**config.mk**
```make
export PLATFORM = sky130hd
export DESIGN_NAME = block_average_pixelate_2x2_top
export DESIGN_NICKNAME = d
export VERILOG_FILES = /design/src/rtl/core/bap_pkg.sv /design/src/rtl/core/block_average_pixelate_2x2_top.sv /design/src/rtl/core/bap_ram.sv /design/src/rtl/core/bap_front.sv /design/src/rtl/core/bap_queue.sv /design/src/rtl/core/bap_back.sv
export SDC_FILE = /design/constraint.sdc
export NUM_CORES = 2
export LEC_CHECK = 0
export BUFFER_PORTS_ARGS = -buffer_cell sky130_fd_sc_hd__clkbuf_2
export CORE_ASPECT_RATIO = 0.6
export CORE_MARGIN = 2
export CORE_UTILIZATION = 63
export DETAILED_ROUTE_END_ITERATION = 8
export HOLD_SLACK_MARGIN = 0.1
export PLACE_DENSITY_LB_ADDON = 0.25
export RECOVER_POWER = 50
export SLEW_MARGIN = 30
export SYNTH_ARGS = -nofsm -noshare
export SYNTH_HDL_FRONTEND = slang
export SYNTH_HIERARCHICAL = 1
export SYNTH_MEMORY_MAX_BITS = 65536
export SYNTH_SLANG_ARGS = --single-unit
export TNS_END_PERCENT = 30
```
**constraint.sdc**
```tcl
create_clock -name clk -period 32.5 [get_ports clk]
set_input_delay 1.625 -clock clk [delete_from_list [all_inputs] [get_ports clk]]
set_output_delay 1.625 -clock clk [all_outputs]
set_load 0.05 [all_outputs]
```
**src/rtl/core/bap_pkg.sv**
```systemverilog
// Package: constants, job type and geometry helpers for the 2x2 pixelate block.
`default_nettype none
package bap_pkg;

  localparam int MAX_WIDTH  = 1024;
  localparam int MAX_HEIGHT = 4096;

  localparam int PIX_W  = 8;
  localparam int SUM2_W = PIX_W + 1;   // pair sum
  localparam int SUM4_W = PIX_W + 2;   // block sum
  localparam int COL_W  = 10;
  localparam int ROW_W  = 12;
  localparam int WID_W  = 11;          // frame_width register
  localparam int HGT_W  = 13;          // frame_height register
  localparam int CFG_IDX_W  = 2;
  localparam int CFG_DATA_W = 13;

  localparam int PAIR_DEPTH = (MAX_WIDTH + 1) / 2;
  localparam int PAIR_AW    = COL_W - 1;

  localparam int QDEPTH = 4;
  localparam int QPTR_W = $clog2(QDEPTH);
  localparam int QCNT_W = QPTR_W + 1;

  localparam logic [CFG_IDX_W-1:0] REG_FRAME_WIDTH  = CFG_IDX_W'(0);
  localparam logic [CFG_IDX_W-1:0] REG_FRAME_HEIGHT = CFG_IDX_W'(1);

  // One queued job: a pass-through pixel or a finished 2x2 block.
  typedef struct packed {
    logic [ROW_W-1:0] row;
    logic [COL_W-1:0] col;
    logic [PIX_W-1:0] value;
    logic             blk;
  } job_t;

  // Zero reads as one, oversize saturates.
  function automatic logic [WID_W-1:0] clamp_width(input logic [WID_W-1:0] v);
    logic [WID_W-1:0] r;
    r = v;
    if (r == '0) r = WID_W'(1);
    if (r > WID_W'(MAX_WIDTH)) r = WID_W'(MAX_WIDTH);
    return r;
  endfunction

  function automatic logic [HGT_W-1:0] clamp_height(input logic [HGT_W-1:0] v);
    logic [HGT_W-1:0] r;
    r = v;
    if (r == '0) r = HGT_W'(1);
    if (r > HGT_W'(MAX_HEIGHT)) r = HGT_W'(MAX_HEIGHT);
    return r;
  endfunction

endpackage
`default_nettype wire

```
**src/rtl/core/block_average_pixelate_2x2_top.sv**
```systemverilog
// Top level of the 2x2 block-average pixelate block.
//
//   channel  direction  handshake          payload
//   in_      in         in_valid/in_stall  in_pixel[7:0]
//   out_     out        out_valid/out_stall out_row[11:0] out_col[9:0] out_value[7:0]
//                                           out_last_of_run
//   cfg_     in         cfg_valid/cfg_ready cfg_index[1:0] cfg_data[12:0]
//
// One pixel is taken per clock while in_stall is low. A finished 2x2 block
// leaves the back end as four results; the 4-entry job queue between the
// ends absorbs the burst, so odd rows stall input once it fills.
// A pixel reaches its first result through the line buffer read, queue,
// job register and output register.
// Reset clears counters, geometry (1024 x 1024) and the pipeline; the line
// buffer is not cleared, an entry is always written on the even row above
// before it is read. cfg_ready is always high; a geometry write restarts
// the frame.
`default_nettype none
module block_average_pixelate_2x2_top import bap_pkg::*; (
  input  wire logic                  clk,
  input  wire logic                  rst_n,
  input  wire logic                  in_valid,
  output logic                       in_stall,
  input  wire logic [PIX_W-1:0]      in_pixel,
  output logic                       out_valid,
  input  wire logic                  out_stall,
  output logic [ROW_W-1:0]           out_row,
  output logic [COL_W-1:0]           out_col,
  output logic [PIX_W-1:0]           out_value,
  output logic                       out_last_of_run,
  input  wire logic                  cfg_valid,
  output logic                       cfg_ready,
  input  wire logic [CFG_IDX_W-1:0]  cfg_index,
  input  wire logic [CFG_DATA_W-1:0] cfg_data
);

  logic push, q_full, q_empty, pop;
  job_t push_job, pop_job;

  assign cfg_ready = 1'b1;

  // front: counters, classification, line buffer, block sum
  bap_front u_front (
    .clk       (clk),
    .rst_n     (rst_n),
    .in_valid  (in_valid),
    .in_stall  (in_stall),
    .in_pixel  (in_pixel),
    .cfg_we    (cfg_valid && cfg_ready),
    .cfg_index (cfg_index),
    .cfg_data  (cfg_data),
    .push      (push),
    .push_job  (push_job),
    .q_full    (q_full)
  );

  bap_queue u_queue (
    .clk      (clk),
    .rst_n    (rst_n),
    .push     (push),
    .push_job (push_job),
    .full     (q_full),
    .pop      (pop),
    .pop_job  (pop_job),
    .empty    (q_empty)
  );

  // back: one result per clock while out_stall is low, output register holds under out_stall
  bap_back u_back (
    .clk             (clk),
    .rst_n           (rst_n),
    .q_empty         (q_empty),
    .q_job           (pop_job),
    .pop             (pop),
    .out_valid       (out_valid),
    .out_stall       (out_stall),
    .out_row         (out_row),
    .out_col         (out_col),
    .out_value       (out_value),
    .out_last_of_run (out_last_of_run)
  );

endmodule
`default_nettype wire

```
**src/rtl/core/bap_ram.sv**
```systemverilog
// Generic single-port-write, single-port-read RAM with registered read data.
`default_nettype none
module bap_ram #(
  parameter int WIDTH = 9,
  parameter int DEPTH = 512,
  localparam int AW = $clog2(DEPTH)
) (
  input  wire logic             clk,
  input  wire logic             we,
  input  wire logic [AW-1:0]    waddr,
  input  wire logic [WIDTH-1:0] wdata,
  input  wire logic             re,
  input  wire logic [AW-1:0]    raddr,
  output logic      [WIDTH-1:0] rdata
);

  logic [WIDTH-1:0] mem [DEPTH];

  always_ff @(posedge clk) begin
    if (we) begin
      mem[waddr] <= wdata;
    end
    if (re) begin
      rdata <= mem[raddr];
    end
  end

endmodule
`default_nettype wire

```
**src/rtl/core/bap_front.sv**
```systemverilog
// Front end: geometry registers, raster counters, line buffer and job build.
`default_nettype none
module bap_front import bap_pkg::*; (
  input  wire logic                  clk,
  input  wire logic                  rst_n,
  input  wire logic                  in_valid,
  output logic                       in_stall,
  input  wire logic [PIX_W-1:0]      in_pixel,
  input  wire logic                  cfg_we,
  input  wire logic [CFG_IDX_W-1:0]  cfg_index,
  input  wire logic [CFG_DATA_W-1:0] cfg_data,
  output logic                       push,
  output job_t                       push_job,
  input  wire logic                  q_full
);

  logic [WID_W-1:0]  width_r,  width_nxt;
  logic [HGT_W-1:0]  height_r, height_nxt;
  logic [COL_W-1:0]  col_r,    col_nxt;
  logic [ROW_W-1:0]  row_r,    row_nxt;
  logic [PIX_W-1:0]  held_r,   held_nxt;

  logic              s1_v_r,   s1_v_nxt;
  logic              s1_blk_r;
  logic [ROW_W-1:0]  s1_row_r;
  logic [COL_W-1:0]  s1_col_r;
  logic [SUM2_W-1:0] s1_part_r;

  logic [WID_W-1:0]  col_inc;
  logic [HGT_W-1:0]  row_inc;
  logic              col_end, row_end, tail;
  logic              accept, is_blk, is_pair, is_hold, emits;
  logic [SUM2_W-1:0] pair_sum;
  logic [SUM2_W-1:0] above;
  logic [SUM4_W-1:0] blk_sum;

  assign col_inc = {1'b0, col_r} + WID_W'(1);
  assign row_inc = {1'b0, row_r} + HGT_W'(1);
  assign col_end = (col_inc >= width_r);
  assign row_end = (row_inc >= height_r);
  // trailing odd column or odd row passes through
  assign tail = (width_r[0] && (col_inc == width_r)) ||
                (height_r[0] && (row_inc == height_r));

  assign is_blk  = !tail &&  col_r[0] &&  row_r[0];
  assign is_pair = !tail &&  col_r[0] && !row_r[0];
  assign is_hold = !tail && !col_r[0];
  assign emits   = tail || is_blk;

  assign in_stall = s1_v_r && q_full;
  assign accept   = in_valid && !in_stall;
  assign push     = s1_v_r && !q_full;

  assign pair_sum = {1'b0, held_r} + {1'b0, in_pixel};

  bap_ram #(
    .WIDTH (SUM2_W),
    .DEPTH (PAIR_DEPTH)
  ) u_line (
    .clk   (clk),
    .we    (accept && is_pair),
    .waddr (col_r[COL_W-1:1]),
    .wdata (pair_sum),
    .re    (accept && is_blk),
    .raddr (col_r[COL_W-1:1]),
    .rdata (above)
  );

  always_comb begin
    width_nxt  = width_r;
    height_nxt = height_r;
    col_nxt    = col_r;
    row_nxt    = row_r;
    held_nxt   = held_r;
    if (accept) begin
      if (is_hold) held_nxt = in_pixel;
      if (col_end) begin
        col_nxt = '0;
        row_nxt = row_end ? '0 : row_inc[ROW_W-1:0];
      end else begin
        col_nxt = col_inc[COL_W-1:0];
      end
    end
    if (cfg_we && (cfg_index == REG_FRAME_WIDTH || cfg_index == REG_FRAME_HEIGHT)) begin
      if (cfg_index == REG_FRAME_WIDTH) begin
        width_nxt = clamp_width(cfg_data[WID_W-1:0]);
      end else begin
        height_nxt = clamp_height(cfg_data[HGT_W-1:0]);
      end
      col_nxt = '0;
      row_nxt = '0;
    end
  end

  always_comb begin
    if (accept && emits) s1_v_nxt = 1'b1;
    else if (push)       s1_v_nxt = 1'b0;
    else                 s1_v_nxt = s1_v_r;
  end

  always_ff @(posedge clk) begin
    if (!rst_n) begin
      width_r  <= WID_W'(1024);
      height_r <= HGT_W'(1024);
      col_r    <= '0;
      row_r    <= '0;
      held_r   <= '0;
      s1_v_r   <= 1'b0;
    end else begin
      width_r  <= width_nxt;
      height_r <= height_nxt;
      col_r    <= col_nxt;
      row_r    <= row_nxt;
      held_r   <= held_nxt;
      s1_v_r   <= s1_v_nxt;
    end
  end

  always_ff @(posedge clk) begin
    if (accept && emits) begin
      s1_blk_r  <= is_blk;
      s1_row_r  <= row_r;
      s1_col_r  <= col_r;
      s1_part_r <= is_blk ? pair_sum : {1'b0, in_pixel};
    end
  end

  // line buffer word arrives here in the cycle after the read
  assign blk_sum = {1'b0, above} + {1'b0, s1_part_r};

  always_comb begin
    push_job.row   = s1_row_r;
    push_job.col   = s1_col_r;
    push_job.blk   = s1_blk_r;
    push_job.value = s1_blk_r ? blk_sum[SUM4_W-1:2] : s1_part_r[PIX_W-1:0];
  end

endmodule
`default_nettype wire

```
**src/rtl/core/bap_queue.sv**
```systemverilog
// Short job queue between front and back ends.
`default_nettype none
module bap_queue import bap_pkg::*; (
  input  wire logic clk,
  input  wire logic rst_n,
  input  wire logic push,
  input  wire job_t push_job,
  output logic      full,
  input  wire logic pop,
  output job_t      pop_job,
  output logic      empty
);

  job_t              slot [QDEPTH];
  logic [QPTR_W-1:0] wptr_r, wptr_nxt;
  logic [QPTR_W-1:0] rptr_r, rptr_nxt;
  logic [QCNT_W-1:0] cnt_r,  cnt_nxt;

  assign full    = (cnt_r == QCNT_W'(QDEPTH));
  assign empty   = (cnt_r == '0);
  assign pop_job = slot[rptr_r];

  always_comb begin
    wptr_nxt = push ? wptr_r + QPTR_W'(1) : wptr_r;
    rptr_nxt = pop  ? rptr_r + QPTR_W'(1) : rptr_r;
    cnt_nxt  = cnt_r;
    if (push && !pop)      cnt_nxt = cnt_r + QCNT_W'(1);
    else if (pop && !push) cnt_nxt = cnt_r - QCNT_W'(1);
  end

  always_ff @(posedge clk) begin
    if (!rst_n) begin
      wptr_r <= '0;
      rptr_r <= '0;
      cnt_r  <= '0;
    end else begin
      wptr_r <= wptr_nxt;
      rptr_r <= rptr_nxt;
      cnt_r  <= cnt_nxt;
    end
  end

  always_ff @(posedge clk) begin
    if (push) begin
      slot[wptr_r] <= push_job;
    end
  end

endmodule
`default_nettype wire

```
**src/rtl/core/bap_back.sv**
```systemverilog
// Back end: expands jobs into one or four results behind an output register.
`default_nettype none
module bap_back import bap_pkg::*; (
  input  wire logic              clk,
  input  wire logic              rst_n,
  input  wire logic              q_empty,
  input  wire job_t              q_job,
  output logic                   pop,
  output logic                   out_valid,
  input  wire logic              out_stall,
  output logic [ROW_W-1:0]       out_row,
  output logic [COL_W-1:0]       out_col,
  output logic [PIX_W-1:0]       out_value,
  output logic                   out_last_of_run
);

  job_t             job_r;
  logic             job_v_r,  job_v_nxt;
  logic [1:0]       beat_r,   beat_nxt;
  logic             ov_r,     ov_nxt;
  logic [ROW_W-1:0] orow_r;
  logic [COL_W-1:0] ocol_r;
  logic [PIX_W-1:0] oval_r;
  logic             olast_r;

  logic             load, done;
  logic [ROW_W-1:0] b_row;
  logic [COL_W-1:0] b_col;
  logic             b_last;

  assign load = job_v_r && (!ov_r || !out_stall);
  assign done = load && (!job_r.blk || beat_r == 2'd3);
  assign pop  = !q_empty && (!job_v_r || done);

  // beat order: top-left, top-right, bottom-left, bottom-right
  always_comb begin
    b_row  = job_r.row;
    b_col  = job_r.col;
    b_last = 1'b1;
    if (job_r.blk) begin
      if (!beat_r[1]) b_row = job_r.row - ROW_W'(1);
      if (!beat_r[0]) b_col = job_r.col - COL_W'(1);
      b_last = (beat_r == 2'd3);
    end
  end

  always_comb begin
    job_v_nxt = job_v_r;
    if (pop)       job_v_nxt = 1'b1;
    else if (done) job_v_nxt = 1'b0;
    beat_nxt = beat_r;
    if (load) beat_nxt = done ? 2'd0 : beat_r + 2'd1;
    if (load)           ov_nxt = 1'b1;
    else if (out_stall) ov_nxt = ov_r;
    else                ov_nxt = 1'b0;
  end

  always_ff @(posedge clk) begin
    if (!rst_n) begin
      job_v_r <= 1'b0;
      beat_r  <= 2'd0;
      ov_r    <= 1'b0;
    end else begin
      job_v_r <= job_v_nxt;
      beat_r  <= beat_nxt;
      ov_r    <= ov_nxt;
    end
  end

  always_ff @(posedge clk) begin
    if (pop) begin
      job_r <= q_job;
    end
    if (load) begin
      orow_r  <= b_row;
      ocol_r  <= b_col;
      oval_r  <= job_r.value;
      olast_r <= b_last;
    end
  end

  assign out_valid       = ov_r;
  assign out_row         = orow_r;
  assign out_col         = ocol_r;
  assign out_value       = oval_r;
  assign out_last_of_run = olast_r;

endmodule
`default_nettype wire

```
# Word-level counts from Yosys, hierarchy flattened
# Memory sizes are Yosys's and may differ from the RTL's. A register that Yosys moved wholly into a read port is not among the register bits.
# Index checks and enable logic that the tools add are counted.
classes:
  n_addsub: 11
  magnitude_cmp: 4
  eq_ne: 6
  mux: 29
  bitwise: 2
  n_reduce_logical: 48
op_table:
  columns: ["op", "n"]
  rows:
  - ["two-way mux 13 bit", 4]
  - ["two-way mux 11 bit", 4]
  - ["two-way mux 12 bit", 3]
  - ["two-way mux 10 bit", 3]
  - ["logical AND 1 bit", 18]
  - ["two-way mux 8 bit", 2]
  - ["adder 12 x 1 -> 13 bit (second input constant)", 1]
  - ["== test 13 bit", 1]
  - [">= comparator 13 bit", 1]
  - ["> comparator 13 bit (second input constant)", 1]
  - ["zero test 13 bit", 1]
  - ["zero test 1 bit", 12]
  - ["subtractor 12 x 1 -> 12 bit (second input constant)", 1]
  - ["adder 10 x 1 -> 11 bit (second input constant)", 1]
  - ["== test 11 bit", 1]
  - [">= comparator 11 bit", 1]
  - ["> comparator 11 bit (second input constant)", 1]
  - ["zero test 11 bit", 1]
  - ["adder 9 x 9 -> 10 bit", 1]
  - ["two-way mux 1 bit", 10]
  - ["subtractor 10 x 1 -> 10 bit (second input constant)", 1]
  - ["adder 8 x 8 -> 9 bit", 1]
  - ["AND reduction 2 bit", 4]
  - ["adder 2 x 1 -> 2 bit (second input constant)", 3]
  - ["other kinds (14)", 23]
word_totals:
  regBits: 129
  mem_bits_rw: 4732
  n_memories: 2
memory_table:
  columns: ["name", "words", "width", "read_ports", "rd_ports_with_merged_regs", "wr", "line", "rtl"]
  rows:
  - ["u_front.u_line.mem", 512, 9, 1, 1, 1, "bap_ram.sv:17", "logic [WIDTH-1:0] mem [DEPTH];"]
  - ["u_queue.slot", 4, 31, 1, 1, 1, "bap_queue.sv:14", "job_t slot [QDEPTH];"]

# Logic depth before layout (Yosys ltp)
logic_depth:
  ltp_word: 10
  ltp_mapped: 15
  depth_no_buf: 14

# Modules after synthesis
# The synthesis kept the hierarchy.
by_module_without_submodules:
  columns: ["module", "instances", "cells_per_inst", "area_per_inst_um2"]
  rows:
  - ["bap_ram", 1, 8888, 179704.9]
  - ["bap_queue", 1, 204, 4919.7]
  - ["bap_front", 1, 518, 4917.2]
  - ["bap_back", 1, 142, 2481.1]
  - ["block_average_pixelate_2x2_top", 1, 2, 11.3]

# Worst setup path after synthesis
# No wires, ideal clock.
synth_path:
  kind: "input -> register"
  from: "input port in_pixel[0]"
  to: "memory u_front.u_line.mem[0][6], data pin"
  setup_time_ns: 4.283
  arrival_time_ns: 23.271
  required_time_ns: 28.217
  setup_slack_ns: 4.946
  stages: 8
  path_buffers: 0
  cell_sequence: "ha_1 inv_1 fa_1 nor2b_1 o21a_1 o21ai_0 a21oi_1 a211oi_1"
synth_via:
  elab_chain_len: 1
synth_rtl:
  columns: ["item", "line", "rtl"]
  rows:
  - ["start: declaration", "block_average_pixelate_2x2_top.sv:24", "input wire logic [PIX_W-1:0] in_pixel,"]
  - ["adder 8 x 8 -> 9 bit", "bap_front.sv:54", "assign pair_sum = {1'b0, held_r} + {1'b0, in_pixel};"]
  - ["named net u_front.pair_sum[6]", "bap_front.sv:33", "logic [SUM2_W-1:0] pair_sum;"]
  - ["end: declaration", "bap_ram.sv:17", null]
# The timed path passes the listed nets, and every way through them passes these cells.

# Worst setup path after layout
layout_path:
  from: "input port in_pixel[0]"
  to: "memory u_front.u_line.mem[13][2], data pin"
# The elaborated chain is that of the path after synthesis.

==> results.sh <==
export IMPL_first_pass_iters=6
export IMPL_cts_root_buffer="clkbuf_16"
export IMPL_io_buffers=60
export IMPL_clkLatencyLatePin_ns=0.96
export IMPL_grt_max_degree=221
export IMPL_p_leak_nw=61.7
export IMPL_placementRows=156
export IMPL_worstSetupPathType="in2reg"
export IMPL_routedWlPerCell_um=35.3
export IMPL_drive_above_1_share=0.168
export IMPL_syn2layout_area_growth_pct=9.01
export IMPL_holdBufCountCts=0
export IMPL_grt_use_total=0.323
export IMPL_cts_setup_buffers=0
export IMPL_hold_ws_ns=0.427
export IMPL_core_area_sq_um=302000
export IMPL_first_iter_violations=17563
export IMPL_grt_ovfl_total=0
export IMPL_worstMarginPinSlew_ns=9.22
export IMPL_syn_nets=9834
export IMPL_die_y_um=432
export IMPL_yosys_cell_count_top_type="edfxtp_1"
export IMPL_cpMaxStageDelayCell="clkbuf_1"
export IMPL_cts_buffers=412
export IMPL_yosysTopAreaCellShare=0.756
export IMPL_rsz0062_at_grt="false"
export IMPL_period_needed_ns=17.18
export IMPL_clkSinkCount=4903
export IMPL_grt_pass1_vias=97310
export IMPL_ys_seq_area_frac=0.763
export IMPL_max_vdd_ir_drop_mv=0.0518
export IMPL_wirelength_um=502000
export IMPL_clk_pin_slew_ns=0.06
export IMPL_synth_largest_area_cell="edfxtp_1"
export IMPL_cts_max_level=5
export IMPL_cp_max_fo=124
export IMPL_violations="max-capacitance violations, max-slew violations"
export IMPL_cts_resized=0
export IMPL_setup_viol=0
export IMPL_finalMaxSlewViolations=4968
export IMPL_multiInputGateArea_sq_um=42300
export IMPL_total_power_w=0.0131
export IMPL_final_nets=9907
export IMPL_pre_cts_ws_ns=23.69
export IMPL_final_hold_violation_count=0
export IMPL_die_x_um=717
export IMPL_drtAntennaViolNets=0
export IMPL_ys_warnings_count=6
export IMPL_antenna_found_initial=25
export IMPL_num_io_pins=62
export IMPL_die_area_sq_um=309000
export IMPL_dp_hpwl_um=296000
export IMPL_tns_ns=0
export IMPL_ys_ff_latch=4903
export IMPL_powerDensity_nw_per_um2=62.7
export IMPL_endpoint_kind="register"
export IMPL_post_route_drc_count=0
export IMPL_hold_path_class="reg2reg"
export IMPL_syn_inst=9754
export IMPL_outcome="finished with violations"
export IMPL_synth_area_sq_um=192000
export IMPL_vias_per_cell=7.24
export IMPL_max_slew_margin=-5.14
export IMPL_slowest_delay_ns=4.62
export IMPL_cp_cell_sequence="clkbuf_1 -> ha_1 -> inv_1 -> fa_1 -> xnor2_2 -> clkbuf_1 -> clkbuf_1 -> clkbuf_1 -> clkbuf_1"
export IMPL_skew_ns=0.0480
export IMPL_final_fill_count=18090
export IMPL_arrival_ns=17.20
export IMPL_fmax_mhz=58.2
export IMPL_maxCapViolations=66
export IMPL_postSynthAreaPerCell_sq_um=19.7
export IMPL_synth_edf_count=4835
export IMPL_synthFlopType="edfxtp_1"
export IMPL_grt_pass1_wl_um=712000
export IMPL_cp_common_cell="clkbuf_1"
export IMPL_crit_required_ns=32.52
export IMPL_setup_slack_ns=15.32
export IMPL_synth_distinct_cells=83
export IMPL_vias=102845
export IMPL_gp_congestion=0.919
export IMPL_start_util=0.636
export IMPL_async_reset_ff_frac=0
export IMPL_period_share=0.529
export IMPL_synth_area_leaders="edfxtp_1 (76%), mux4_2 (9.1%), mux2i_1 (4.6%), o221ai_1 (1.9%), nor2_1 (1.3%)"
export IMPL_seq_area_sq_um=147000
export IMPL_ctsLongestPathBuffers=4
export IMPL_worstSetupStartpointType="primary input"
export IMPL_synthTopCellsByCount="edfxtp_1 (4835), mux2i_1 (883), mux4_2 (777)"
export IMPL_cts_tree="done"
==> cell families after synthesis <==
logic type / Yosys count / share of synthesized area
buf+inv: 646 / 0.0193
flops: 4903 / 0.763
simple gates: 1185 / 0.0282
fa+ha+maj: 52 / 0.00347
xor+xnor: 60 / 0.00274
mux: 1689 / 0.139
compound gates: 1218 / 0.0442
other cells: 1 / 0.0000195
==> sequential cells by signal (all words and copies together), names as in the netlist, 2 cells and up, named ones only <==
register	flops
u_front/u_line/mem	4608
u_queue/slot	124
u_back/job_r	31
u_front/height_r	13
u_back/out_row	12
u_front/row_r	12
u_front/s1_row_r	12
u_front/width_r	11
u_back/out_col	10
u_front/col_r	10
u_front/s1_col_r	10
u_front/s1_part_r	9
u_front/u_line/rdata	9
u_back/out_value	8
u_front/held_r	8
u_queue/cnt_r	3
u_back/beat_r	2
u_queue/rptr_r	2
u_queue/wptr_r	2
==> layout by cell type, fill, tap and decap left out, drive strengths merged, types with 55 or more instances in the layout <==
cell type	count
edfxtp	4835
mux2i	883
mux4	778
clkbuf	649
nor2	642
o221ai	431
a21oi	244
o22ai	194
o21ai	180
nand2	176
clkinv	151
buf	123
nand4	82
inv	70
dfxtp	68
nor3	57
a22oi	55
==> per-layer routing <==
| layer | part of all wire | up-vias | global-route usage |
|---|---|---|---|
| met4 | 0.027 | 16 | 0.0851 |
| met2 | 0.42 | 8289 | 0.436 |
| met3 | 0.17 | 861 | 0.124 |
| li1 | - | 40535 | - |
| met5 | 0.00019 | - | 0.00124 |
| met1 | 0.38 | 53144 | 0.499 |
==> metrics by stage <==
step / instance area, sq um / util / instances
2_1_floorplan: 192000 / - / 9754
3_3_place_gp: 196000 / 0.648 / 13422
3_5_place_dp: 196000 / 0.649 / 13427
4_1_cts: 209000 / 0.693 / 14174
5_1_grt: 209000 / 0.693 / 14189
6_report: 209000 / 0.693 / 14208
==> report_power, final <==
group / internal, W / switching [W]
clock network: 0.00279 / 0.00222
logic: 0.000161 / 0.000592
registers: 0.00733 / 0.0000310
==> critical path: cells and delay by family <==
kind,cells,cell delay [ns]
adders and majority gates,2,0.66
buffers and inverters,6,14.39
xor gates and xnor gates,1,0.13
==> final timing paths <==
kind | startpoint | end | slack (ns) | depth (start not counted)
max reg2reg | u_front/held_r[0] | u_front/u_line/mem[13][2] | 15.89 | 8
min reg2reg | u_back/job_r[5] | u_back/out_value[4] | 0.43 | 0
max | in_pixel[0] | u_front/u_line/mem[13][2] | 15.32 | 9
min | u_back/job_r[5] | u_back/out_value[4] | 0.43 | 0
==> layout make-up <==
| cell class | count | share of cell area |
|---|---|---|
| clock buffers | 525 | 0.0530 |
| inverters | 58 | 0.00109 |
| flip-flops and latches | 4903 | 0.700 |
| well taps | 4029 | 0.0241 |
| multi-input cells | 4205 | 0.202 |
| clock inverters | 222 | 0.0111 |
| repair buffers | 247 | 0.00835 |
| diodes | 19 | 0.000227 |
No activity file was read; power rests on OpenSTA's default activity.
